[src/rtl/core/emt_pkg.sv]
// shared types and constants of the entity mask table engine
package emt_pkg;

	localparam int WORD_W = 32;
	localparam int ID_W   = 6;
	localparam int BIT_W  = 5;
	localparam int CNT_W  = 7;
	localparam int MODE_W = 4;

	typedef enum logic [MODE_W-1:0] {
		MODE_CREATE   = 4'd0,
		MODE_DELETE   = 4'd1,
		MODE_DUP      = 4'd2,
		MODE_ADD_COMP = 4'd3,
		MODE_REM_COMP = 4'd4,
		MODE_SET_FLAG = 4'd5,
		MODE_CLR_FLAG = 4'd6,
		MODE_HAS_COMP = 4'd7,
		MODE_HAS_FLAG = 4'd8,
		MODE_QUERY    = 4'd9
	} mode_t;

	typedef enum logic [1:0] {
		ST_OK   = 2'd0,
		ST_FULL = 2'd1,
		ST_DEAD = 2'd2
	} status_t;

	typedef enum logic {
		CFG_ALIVE_BIT = 1'b0,
		CFG_INFO_BIT  = 1'b1
	} cfg_idx_t;

	typedef struct packed {
		logic [WORD_W-1:0] mask;
		logic [WORD_W-1:0] flags;
	} entry_t;

endpackage

[src/rtl/core/emt_free_stack.sv]
// storage of recycled entity identifiers, registered read
module emt_free_stack
	import emt_pkg::*;
#(
	parameter int DEPTH = 64,
	parameter int AW    = 6
) (
	input  logic          clk,
	input  logic          wr_en,
	input  logic [AW-1:0] wr_addr,
	input  logic [AW-1:0] wr_data,
	input  logic          rd_en,
	input  logic [AW-1:0] rd_addr,
	output logic [AW-1:0] rd_data
);

	logic [AW-1:0] mem_q [DEPTH];

	always_ff @(posedge clk) begin
		if (wr_en)
			mem_q[wr_addr] <= wr_data;
		if (rd_en)
			rd_data <= mem_q[rd_addr];
	end

endmodule
[config.mk]
export PLATFORM = sky130hd
export DESIGN_NAME = emt_free_stack
export DESIGN_NICKNAME = d
export VERILOG_FILES = /design/src/rtl/core/emt_pkg.sv /design/src/rtl/core/emt_free_stack.sv
export SDC_FILE = /design/constraint.sdc
export NUM_CORES = 1
export LEC_CHECK = 0
export ABC_AREA = 0
export CAP_MARGIN = 20
export CORE_ASPECT_RATIO = 1.4
export CORE_UTILIZATION = 32
export DETAILED_ROUTE_END_ITERATION = 10
export DONT_BUFFER_PORTS = 1
export HOLD_SLACK_MARGIN = 0.05
export SYNTH_ARGS = -nofsm -noshare
export SYNTH_HDL_FRONTEND = slang
export SYNTH_SLANG_ARGS = --single-unit
[constraint.sdc]
create_clock -name clk -period 2.9 [get_ports clk]
set_input_delay 0.29 -clock clk [delete_from_list [all_inputs] [get_ports clk]]
set_output_delay 0.29 -clock clk [all_outputs]
set_load 0.02 [all_outputs]
# Yosys cells after proc, flatten, opt, wreduce, memory -nomap -nowiden
# Memories as Yosys holds them, arrays and structs flattened. A register that Yosys moved wholly into a read port is not among the register bits.
# Index checks and enable logic that the tools add are counted.
# word_totals
reg_bits	0
ram_bits	384
out_inout_bits	6
elab_cells	3
memories	1
# op_classes
muxes	2
# memory_table
name	depth	word_bits	rd	rd_ports_with_merged_regs	write_ports	line	rtl
mem_q	64	6	1	1	1	emt_free_stack.sv:17	logic [AW-1:0] mem_q [DEPTH];
# op_table
operator	n
$mux W1	2

# Logic depth before layout (Yosys ltp)
# logic_depth
word_depth	2
mapped_depth	7

# Worst setup path after synthesis
# Ideal clock, no wire load.
# synth_timing
path_type	input to register
start	input port rd_addr[0]
end	register rd_data[0] (read register of mem_q) (data pin)
setup_time_ps	257
arrival_ps	1719
slack_ps	925
path_stages	7
path_buffers	3
cell_sequence	buf_6 -> buf_6 -> buf_4 -> mux4_2 -> o22ai_1 -> o21ai_1 -> a32o_1
# synth_rtl
element	line	rtl
start: declaration	emt_free_stack.sv:13	input logic [AW-1:0] rd_addr,
end: declaration	emt_free_stack.sv:14	output logic [AW-1:0] rd_data

==> flow_metrics.tcl <==
set metrics [dict create \
    cts.sinks 390 \
    ctsRootBufferMaster "clkbuf_16" \
    skew_ps 13.60 \
    ys_ff_latch 390 \
    setup_viol 0 \
    fin_nets 757 \
    wl_per_cell_um 24.21 \
    fin_cells 1385 \
    max-clock-path-buffers 3 \
    port-buffer-count 0 \
    die_w_um 186.7 \
    grt_pass1_wl_um 49890 \
    synth_area_mm2 0.01529 \
    cts_setup_buffers 0 \
    placedCellCount 1312 \
    grt_pass1_vias 7487 \
    drc 0 \
    end_kind "register" \
    gp_congestion 0.7554 \
    synth.net_count 741 \
    dpl_cell_area_mm2 0.01587 \
    worst_slew_pin_slew_ps 726.0 \
    tns_ps 0 \
    yosys.area_share.simple_pct 3.659 \
    maxCapViolCount 0 \
    syn_inst 720 \
    hold_ws_ps 97.40 \
    finalCritPeriodShare_pct 65.79 \
    vias 7044 \
    synthMuxAreaShare_pct 15.49 \
    drive_gt1_share_pct 21.02 \
    r2r_slack_ps 990 \
    timing_hold_violations_final 0 \
    hpwl_um 20030 \
    syn_area_per_cell_um2 21.23 \
    htree_levels 2 \
    required_ps 3180 \
    start_util_pct 32.49 \
    cts_made_buffers 35 \
    tritoncts "yes" \
    p_leak_nw 5.174 \
    routed_wl_um 33530 \
    critPathLaunchType "register" \
    clk_pin_slew_ps 60 \
    period_minus_slack_ps 1908 \
    antenna_found_initial 0 \
    final_area_mm2 0.01722 \
    rsz0062_at_grt "false" \
    via_per_inst 5.086 \
    rows 94 \
    ant_nets 0 \
    power_density_mw_per_mm2 659.3 \
    grtUsageTotal_pct 13.99 \
    ios 27 \
    yosys.area_share.xor_xnor_pct 0 \
    die_h_um 260.6 \
    yosysSeqAreaShare_pct 76.61 \
    die_area_mm2 0.04866 \
    hold_buffers 11 \
    grt_max_degree 100 \
    synth_top_family_by_area "multiplexers" \
    yosysWarningCount 0 \
    firstDrtPassIters 6 \
    crit_type "reg -> reg" \
    synthAdderAreaFrac_pct 0 \
    arrival_ps 2190 \
    ir_drop_uv 420.5 \
    synth_cell_types 36 \
    grt-ovfl-total 0 \
    clock_latency_ps 530 \
    diodes 0 \
    design.core.area_mm2 0.04705 \
    clock.fmax_mhz 524.2 \
    cts_resized 0 \
    drv_slew 0 \
    syn2layout_area_growth_pct 12.63 \
    cp_max_fo 1 \
    status "completed" \
    synth_compound_area_share_pct 2.587 \
    slew_headroom_pct 51.46 \
    drt_iter0_drc 693 \
    min_path_type "in -> reg" \
]
## routing by layer
layer | routed length, µm | global-route usage (%) | share of wire [%] | up-vias
li1 | - | - | - | 3043
met1 | 12810 | 16.38 | 38 | 3775
met2 | 17910 | 25.38 | 53 | 181
met3 | 1804 | 2.622 | 5.4 | 45
met4 | 1004 | 5.373 | 3.0 | 0
met5 | 0 | 0 | 0 | -
## stage by stage
stage	power (W)	worst slack [ps]	utilization (%)
after floorplan	0.006726	924.6	-
after detailed placement	0.006729	897.8	33.73
final	0.01135	992.2	36.60
after CTS	0.01145	969.0	36.60
after global placement	0.006726	872.4	33.73
after global routing	0.01164	919.3	36.60
## logic make-up after synthesis
family,count (synthesis)
flops,390
simple gates,120
compound gates,54
buf+inv,39
mux,117
## area by class of cell
| class | count | area (µm²) |
|---|---|---|
| clock buffers | 42 | 944.7 |
| clock inverters | 20 | 188.9 |
| fillers | 4300 | 29830 |
| multi-input cells | 291 | 3323 |
| flip-flops and latches | 390 | 11710 |
| well taps | 624 | 780.7 |
| repair buffers | 18 | 267.8 |
## critical path, stage by stage (launching register included)
cell and delay, ps:
edfxtp_1 370, mux4_2 490, a22oi_1 340, nand3_1 160
a32o_1 300
## Yosys cell counts, drive strengths merged
library cell    n  area (µm²)
mux2            9       101.4
nor3            5       25.02
a211oi          6       45.04
nand3b          4       30.03
nand2           8       30.03
nand4           2       12.51
o22a            6       52.55
or3             2       12.51
nand4b          1       8.760
nor3b           1       7.510
mux4           93        2117
mux2i          15       150.1
nor2           67       251.5
o22ai          12       75.07
nand3          11       55.05
edfxtp        390       11710
a221oi          3       26.28
a32o            3       30.03
or3b            2       17.52
nor2b           8       50.05
or2             2       12.51
nand2b          5       31.28
o221ai          9       78.83
o21ai           6       30.03
and3b           1       8.760
a21oi           6       30.03
buf            23       191.4
a22oi           3       27.52
and2            1       6.260
clkbuf         16       60.06
## flip-flops by register name, summed over array words and instances, names as in the netlist
| register | cells |
|---|---|
| mem_q | 384 |
| rd_data | 6 |
## power by group
group / switching [W] / leakage, nW / internal, W
combinational: 0.000237 / 1.11 / 0.000209
sequential: 0.0000277 / 3.51 / 0.00625
clock: 0.00195 / 0.551 / 0.00268
total: 0.00222 / 5.17 / 0.00913
## final timing paths
path                 from          to  depth (start not counted)
max reg2reg  mem_q[51][5]  rd_data[5]                          4
max          mem_q[51][5]  rd_data[5]                          4
min reg2reg  mem_q[36][5]  rd_data[5]                          4
min            rd_addr[5]  rd_data[3]                          2
## cell usage in the layout, fill, tap and decap left out, types with 9 or more instances in the layout
| master | netlist | layout |
|---|---|---|
| o22ai_1 | 12 | 12 |
| o221ai_1 | 9 | 9 |
| mux2i_1 | 15 | 15 |
| mux4_2 | 87 | 87 |
| nand3_1 | 11 | 11 |
| clkinv_1 | 0 | 11 |
| edfxtp_1 | 390 | 390 |
| mux2_2 | 9 | 9 |
| nor2_1 | 67 | 67 |
| clkbuf_16 | 0 | 37 |
Note: power is estimated with default switching activity, not from simulation.
