## config.mk

```make
export PLATFORM = sky130hd
export DESIGN_NAME = emt_entity_ram
export DESIGN_NICKNAME = d
export VERILOG_FILES = /design/src/rtl/core/emt_pkg.sv /design/src/rtl/core/emt_entity_ram.sv
export SDC_FILE = /design/constraint.sdc
export NUM_CORES = 2
export LEC_CHECK = 0
export ABC_CLOCK_PERIOD_IN_PS = 3000
export BUFFER_PORTS_ARGS = -buffer_cell sky130_fd_sc_hd__buf_4
export CAP_MARGIN = 10
export CORE_MARGIN = 2
export CORE_UTILIZATION = 30
export DETAILED_ROUTE_END_ITERATION = 10
export GPL_TIMING_DRIVEN = 0
export HOLD_SLACK_MARGIN = 0.1
export SKIP_CTS_REPAIR_TIMING = 1
export SLEW_MARGIN = 20
export SYNTH_ARGS = -nofsm -noshare
export SYNTH_HDL_FRONTEND = slang
export SYNTH_SLANG_ARGS = --single-unit
```

## constraint.sdc

```tcl
create_clock -name clk -period 3 [get_ports clk]
set_clock_uncertainty 0.05 [all_clocks]
set_input_delay 0 -clock clk [delete_from_list [all_inputs] [get_ports clk]]
set_output_delay 0 -clock clk [all_outputs]
set_load 0.03 [all_outputs]
```

## src/rtl/core/emt_pkg.sv

```systemverilog
// shared types and constants of the entity mask table engine
package emt_pkg;

	localparam int WORD_W = 32;
	localparam int ID_W   = 6;
	localparam int BIT_W  = 5;
	localparam int CNT_W  = 7;
	localparam int MODE_W = 4;

	typedef enum logic [MODE_W-1:0] {
		MODE_CREATE   = 4'd0,
		MODE_DELETE   = 4'd1,
		MODE_DUP      = 4'd2,
		MODE_ADD_COMP = 4'd3,
		MODE_REM_COMP = 4'd4,
		MODE_SET_FLAG = 4'd5,
		MODE_CLR_FLAG = 4'd6,
		MODE_HAS_COMP = 4'd7,
		MODE_HAS_FLAG = 4'd8,
		MODE_QUERY    = 4'd9
	} mode_t;

	typedef enum logic [1:0] {
		ST_OK   = 2'd0,
		ST_FULL = 2'd1,
		ST_DEAD = 2'd2
	} status_t;

	typedef enum logic {
		CFG_ALIVE_BIT = 1'b0,
		CFG_INFO_BIT  = 1'b1
	} cfg_idx_t;

	typedef struct packed {
		logic [WORD_W-1:0] mask;
		logic [WORD_W-1:0] flags;
	} entry_t;

endpackage

```

## src/rtl/core/emt_entity_ram.sv

```systemverilog
// entity entry memory with per-entry valid bits and registered read
module emt_entity_ram
	import emt_pkg::*;
#(
	parameter int DEPTH = 64,
	parameter int AW    = 6
) (
	input  logic          clk,
	input  logic          arst_n,
	input  logic          rd_en,
	input  logic [AW-1:0] rd_addr,
	output entry_t        rd_data,
	input  logic          wr_en,
	input  logic [AW-1:0] wr_addr,
	input  logic          wr_valid,
	input  entry_t        wr_data
);

	entry_t             mem_q [DEPTH];
	logic [DEPTH-1:0]   valid_q;
	entry_t             rdata_q;
	logic               rvalid_q;

	// entries not yet written since reset read as all zero
	always_ff @(posedge clk or negedge arst_n) begin
		if (!arst_n) begin
			valid_q  <= '0;
			rvalid_q <= 1'b0;
		end else begin
			if (wr_en)
				valid_q[wr_addr] <= wr_valid;
			if (rd_en)
				rvalid_q <= valid_q[rd_addr];
		end
	end

	always_ff @(posedge clk) begin
		if (wr_en)
			mem_q[wr_addr] <= wr_data;
		if (rd_en)
			rdata_q <= mem_q[rd_addr];
	end

	assign rd_data = rvalid_q ? rdata_q : '0;

endmodule

```

==> Word-level counts from Yosys, hierarchy flattened <==
Memory sizes are Yosys's and may differ from the RTL's. A register that Yosys moved wholly into a read port is not among the register bits.
Cells that the tools add are included.
{ "word_totals": {"register_bits": 65, "mem_bits_rw": 4096, "inputBits": 81, "wordCells": 15, "mem_count": 1} }
{ "mem_list": {"columns": ["memory", "depth", "width", "read_ports", "rd_clocked_by_memory_dff", "write_ports", "line", "rtl"], "rows": [
  ["mem_q", 64, 64, 1, 1, 1, "emt_entity_ram.sv:19", "entry_t mem_q [DEPTH];"]
]} }
{ "classes": {"order_cmp": 3, "mux": 8, "reduce_logical": 1} }
{ "op_table": {"columns": ["cell", "count"], "rows": [
  ["$bwmux W64", 1],
  ["$mux W64", 1],
  ["$lt A6 B7 Y1 const B", 2],
  ["$bmux W1 S6", 1],
  ["$demux W1 S6", 1],
  ["$ge A6 B1 Y1 const B", 1],
  ["$mux W1", 4],
  ["$logic_and A1 B1 Y1", 1]
]} }

==> Depth between registers and ports, before layout <==
{ "depth": {"ltp_word": 5, "depth_mapped": 9} }

==> Worst setup path after synthesis <==
Ideal clock, no wire load.
{ "synth_timing": {"kind": "input-to-reg", "startpoint": "in wr_addr[5]", "endpoint": "reg valid_q[48]", "arrival_ps": 5805, "t_required_ps": 2863, "path_slack_ps": -2941, "path_stages": 5, "cell_sequence": "clkbuf_1 nand3_1 or3_1 nor3_1 mux2_2"} }
{ "synth_via": {"elab_chain_cells": 5} }
{ "synth_rtl": {"columns": ["element", "line", "rtl"], "rows": [
  ["from (decl)", "emt_entity_ram.sv:14", "input logic [AW-1:0] wr_addr,"],
  ["$lt A6 B7 Y1 (not written as such) / $ge A6 B1 Y1 (equally long branches)", "emt_entity_ram.sv:31", "valid_q[wr_addr] <= wr_valid;"],
  ["$logic_and A1 B1 Y1 (not written as such)", "emt_entity_ram.sv:31", null],
  ["$mux W1 (not written as such)", "emt_entity_ram.sv:31", null],
  ["$demux W1 S6 *", "emt_entity_ram.sv:31", null],
  ["$bwmux W64 *", "emt_entity_ram.sv:31", null],
  ["to (signal, indexed assignment)", "emt_entity_ram.sv:31", null],
  ["to (decl)", "emt_entity_ram.sv:20", "logic [DEPTH-1:0] valid_q;"]
]} }
Every way passes the cells marked *; elsewhere a longest branch is shown, timed or not.
A chain may end at the register's enable or synchronous reset.

==> metrics.md <==
| Metric | Value |
|---|---|
| Max IR drop VDD | `0.000527 V` |
| Worst path cell trace | `clkbuf_1 > buf_2 > clkbuf_2 > buf_16 > buf_1 > mux4_2 > mux4_2 > a22oi_1 > nand2_1` |
| Count of different cell masters after synthesis | `28` |
| Arr. time, crit path | `3660 ps` |
| CTS tree | `built` |
| CP max-delay cell | `buf_1` |
| Final Core Density | `0.359` |
| Worst Hold Class | `in -> reg` |
| Pre-CTS WS | `-1380 ps` |
| Design Power | `122 mW` |
| Final Max Tran Viols | `0` |
| Syn Nets | `6398` |
| Seq/Total Area, Yosys | `0.790` |
| Top post-synthesis cells by area | `edfxtp_1 (78%), mux4_2 (18%), dfrtp_1 (1.0%)` |
| Largest net degree at the start of global routing | `66` |
| Die height | `735 microns` |
| DR pass1 iterations | `5` |
| Root buffer cell | `clkbuf_16` |
| Finished Layout Cells | `14700` |
| DIE AREA | `540000 sq um` |
| H-tree levels | `5` |
| Initial antenna violation count | `45` |
| Start point of the worst min-delay path | `wr_data[19]` |
| ANT nets after route | `0` |
| Post-Syn Instances | `6317` |
| YS warnings | `0` |
| Fraction of layout instances using a drive strength above 1 | `0.341` |
| Final Setup Violations | `3` |
| Post-synthesis register bit count | `4225` |
| Placed cell area | `177000 sq um` |
| Global placement routability congestion | `0.755` |
| Crit path largest cell delay | `700 ps` |
| CP startpoint | `rd_addr[2]` |
| DR vias/cell | `5.11` |
| Setup TNS Final | `-141 ps` |
| Port bufs | `133` |
| Syn Std Cell Area | `160000 sq um` |
| Core Footprint | `532000 sq um` |
| Unrepaired setup endpoints after global routing | `true` |
| Number of CTS-inserted buffers | `416` |
| Reg2reg start | `mem_q[31][60]$_DFFE_PP_` |
| FF-to-FF setup slack | `470 ps` |
| Setup crit start kind | `input pin` |
| Ys flop type | `edfxtp_1` |
| Area growth, synth to finish | `19.3%` |
| All-Layer GR Usage | `0.158` |
| Power Density | `640 nW/um^2` |
| CTS Sinks | `4225` |
| Final worst path period share | `1.02` |
| Routed wire length | `439000 microns` |
| Leakage | `58.8 nW` |
| GRT overflow | `0` |
| Fin nets | `7343` |
| Hold Path Stages | `2` |
| Cells after DPL | `13800` |
| Failing checks | `setup timing` |
| Most frequent cell after synthesis | `edfxtp_1` |
| Worst endpoint required time | `3590 ps` |
| Number of synthesized flops with an enable pin | `4160` |
| Crit-path max FO | `10` |
| Synth cell count leaders | `edfxtp_1 (4160), mux4_2 (1289), clkbuf_1 (195), a22oi_1 (132), buf_2 (111)` |
| Critical R2R Capture | `rdata_q[60]$_DFFE_PP_` |
| Site Rows | `268` |
| Pin slew with the least headroom to its limit | `1140 ps` |
| FMAX | `326 MHz` |
| Critical Path Sink Type | `register` |
| Vias | `74900` |
| Clock Path Buffers | `4` |
| Setup WS post-layout | `-69.0 ps` |
| Final HPWL DP | `309000 microns` |
| Initial core utilization | `0.301` |
| Async set-reset flop share out of synthesis | `0.0154` |
| First-pass GRT wire length | `602000 microns` |
| Hold slack | `66.0 ps` |
| Top cell type's share of synthesized area | `0.780` |
| Number of global-route vias before repair | `75500` |
| Hold Path End | `mem_q[33][19]$_DFFE_PP_` |
| DRC viols | `0` |
| Die X | `735 microns` |
| Synth area leader | `edfxtp_1` |
| Clk_lat worst skew | `980 ps` |
| DR iter-0 viols | `10100` |
| Outcome | `finished with violations` |
| Reg2Reg Depth | `4` |
| Post-Layout Inst Area | `191000 sq um` |
| Top cell by count, worst path | `mux4_2` |
| CTS clk-pin slew, worst paths | `60 ps` |
| Max Cap Violations | `0` |
| Avg WL per Cell | `29.9 microns` |
| Critical path class | `in -> reg` |
| Num ports | `145` |
| Mean Syn Cell Area | `25.3 sq um` |
| Slew HR | `0.237` |
| Hold Fails Final Rpt | `0` |
| Fin crit period | `3070 ps` |
==> area by class of cell <==
type	count	area, sq um
clock inverters	264	2060
clock buffers	497	10800
multi-input cells	1749	32600
inverters	2	7.51
repair buffers	529	8490
well taps	7020	8780
flip-flops and latches	4225	127000
plain buffers	339	1550
diodes	26	65.1
fillers	47500	341000
==> cells by family after synthesis <==
group / synth area share
AO/OA/AOI/OAI: 0.00652
buffers and inverters: 0.00910
flip-flops: 0.790
multiplexers: 0.187
AND/OR/NAND/NOR: 0.00695
==> placed cells by master (no fill, tap or decap), types with 49 or more instances in the layout <==
| cell type | netlist | layout |
|---|---|---|
| a22oi_1 | 132 | 132 |
| and2_1 | 65 | 65 |
| buf_12 | 0 | 184 |
| buf_16 | 0 | 93 |
| buf_2 | 111 | 110 |
| buf_4 | 2 | 135 |
| clkbuf_1 | 195 | 222 |
| clkbuf_16 | 0 | 422 |
| clkbuf_2 | 0 | 49 |
| clkinv_1 | 0 | 114 |
| clkinv_2 | 0 | 80 |
| dfrtp_1 | 65 | 65 |
| dlygate4sd3_1 | 0 | 106 |
| edfxtp_1 | 4160 | 4160 |
| mux2_2 | 64 | 64 |
| mux4_2 | 1289 | 1289 |
| nand2_1 | 74 | 74 |
| nor2_4 | 0 | 63 |
==> critical path, delay by kind of cell <==
family / cells / cell delay, ps
simple gates: 1 / 270
buf+inv: 5 / 2170
compound gates: 1 / 310
mux: 2 / 870
==> state kept, by name (all words and copies together), names as in the netlist <==
name / count
rvalid_q: 1
mem_q: 4096
valid_q: 64
rdata_q: 64
==> power by group <==
group	switching, mW	leakage, nW	total, mW	internal (mW)
clock network	22.2	6.30	49.9	27.7
logic	4.02	14.2	6.70	2.68
registers	0.165	38.3	65.6	65.5
total	26.4	58.8	122	95.8
==> worst max path at each step <==
stage	endpoint	slack, ps	cells past startpoint
2_1_floorplan	valid_q[25]$_DFFE_PN0P_	-1080	5
3_3_place_gp	valid_q[53]$_DFFE_PN0P_	-6310	6
3_5_place_dp	rdata_q[60]$_DFFE_PP_	-1380	8
4_1_cts	rdata_q[60]$_DFFE_PP_	-390	8
5_1_grt	rdata_q[13]$_DFFE_PP_	-50	9
6_report	rdata_q[13]$_DFFE_PP_	-70	9
==> per-layer routing <==
layer  track usage  share of wire  wire length (microns)
met3        0.0388          0.093                  40600
met5             0        0.00042                    185
met4        0.0537          0.038                  16600
met2         0.257           0.48                 211000
met1         0.208           0.39                 171000
Note: power is estimated with default switching activity, not from simulation.
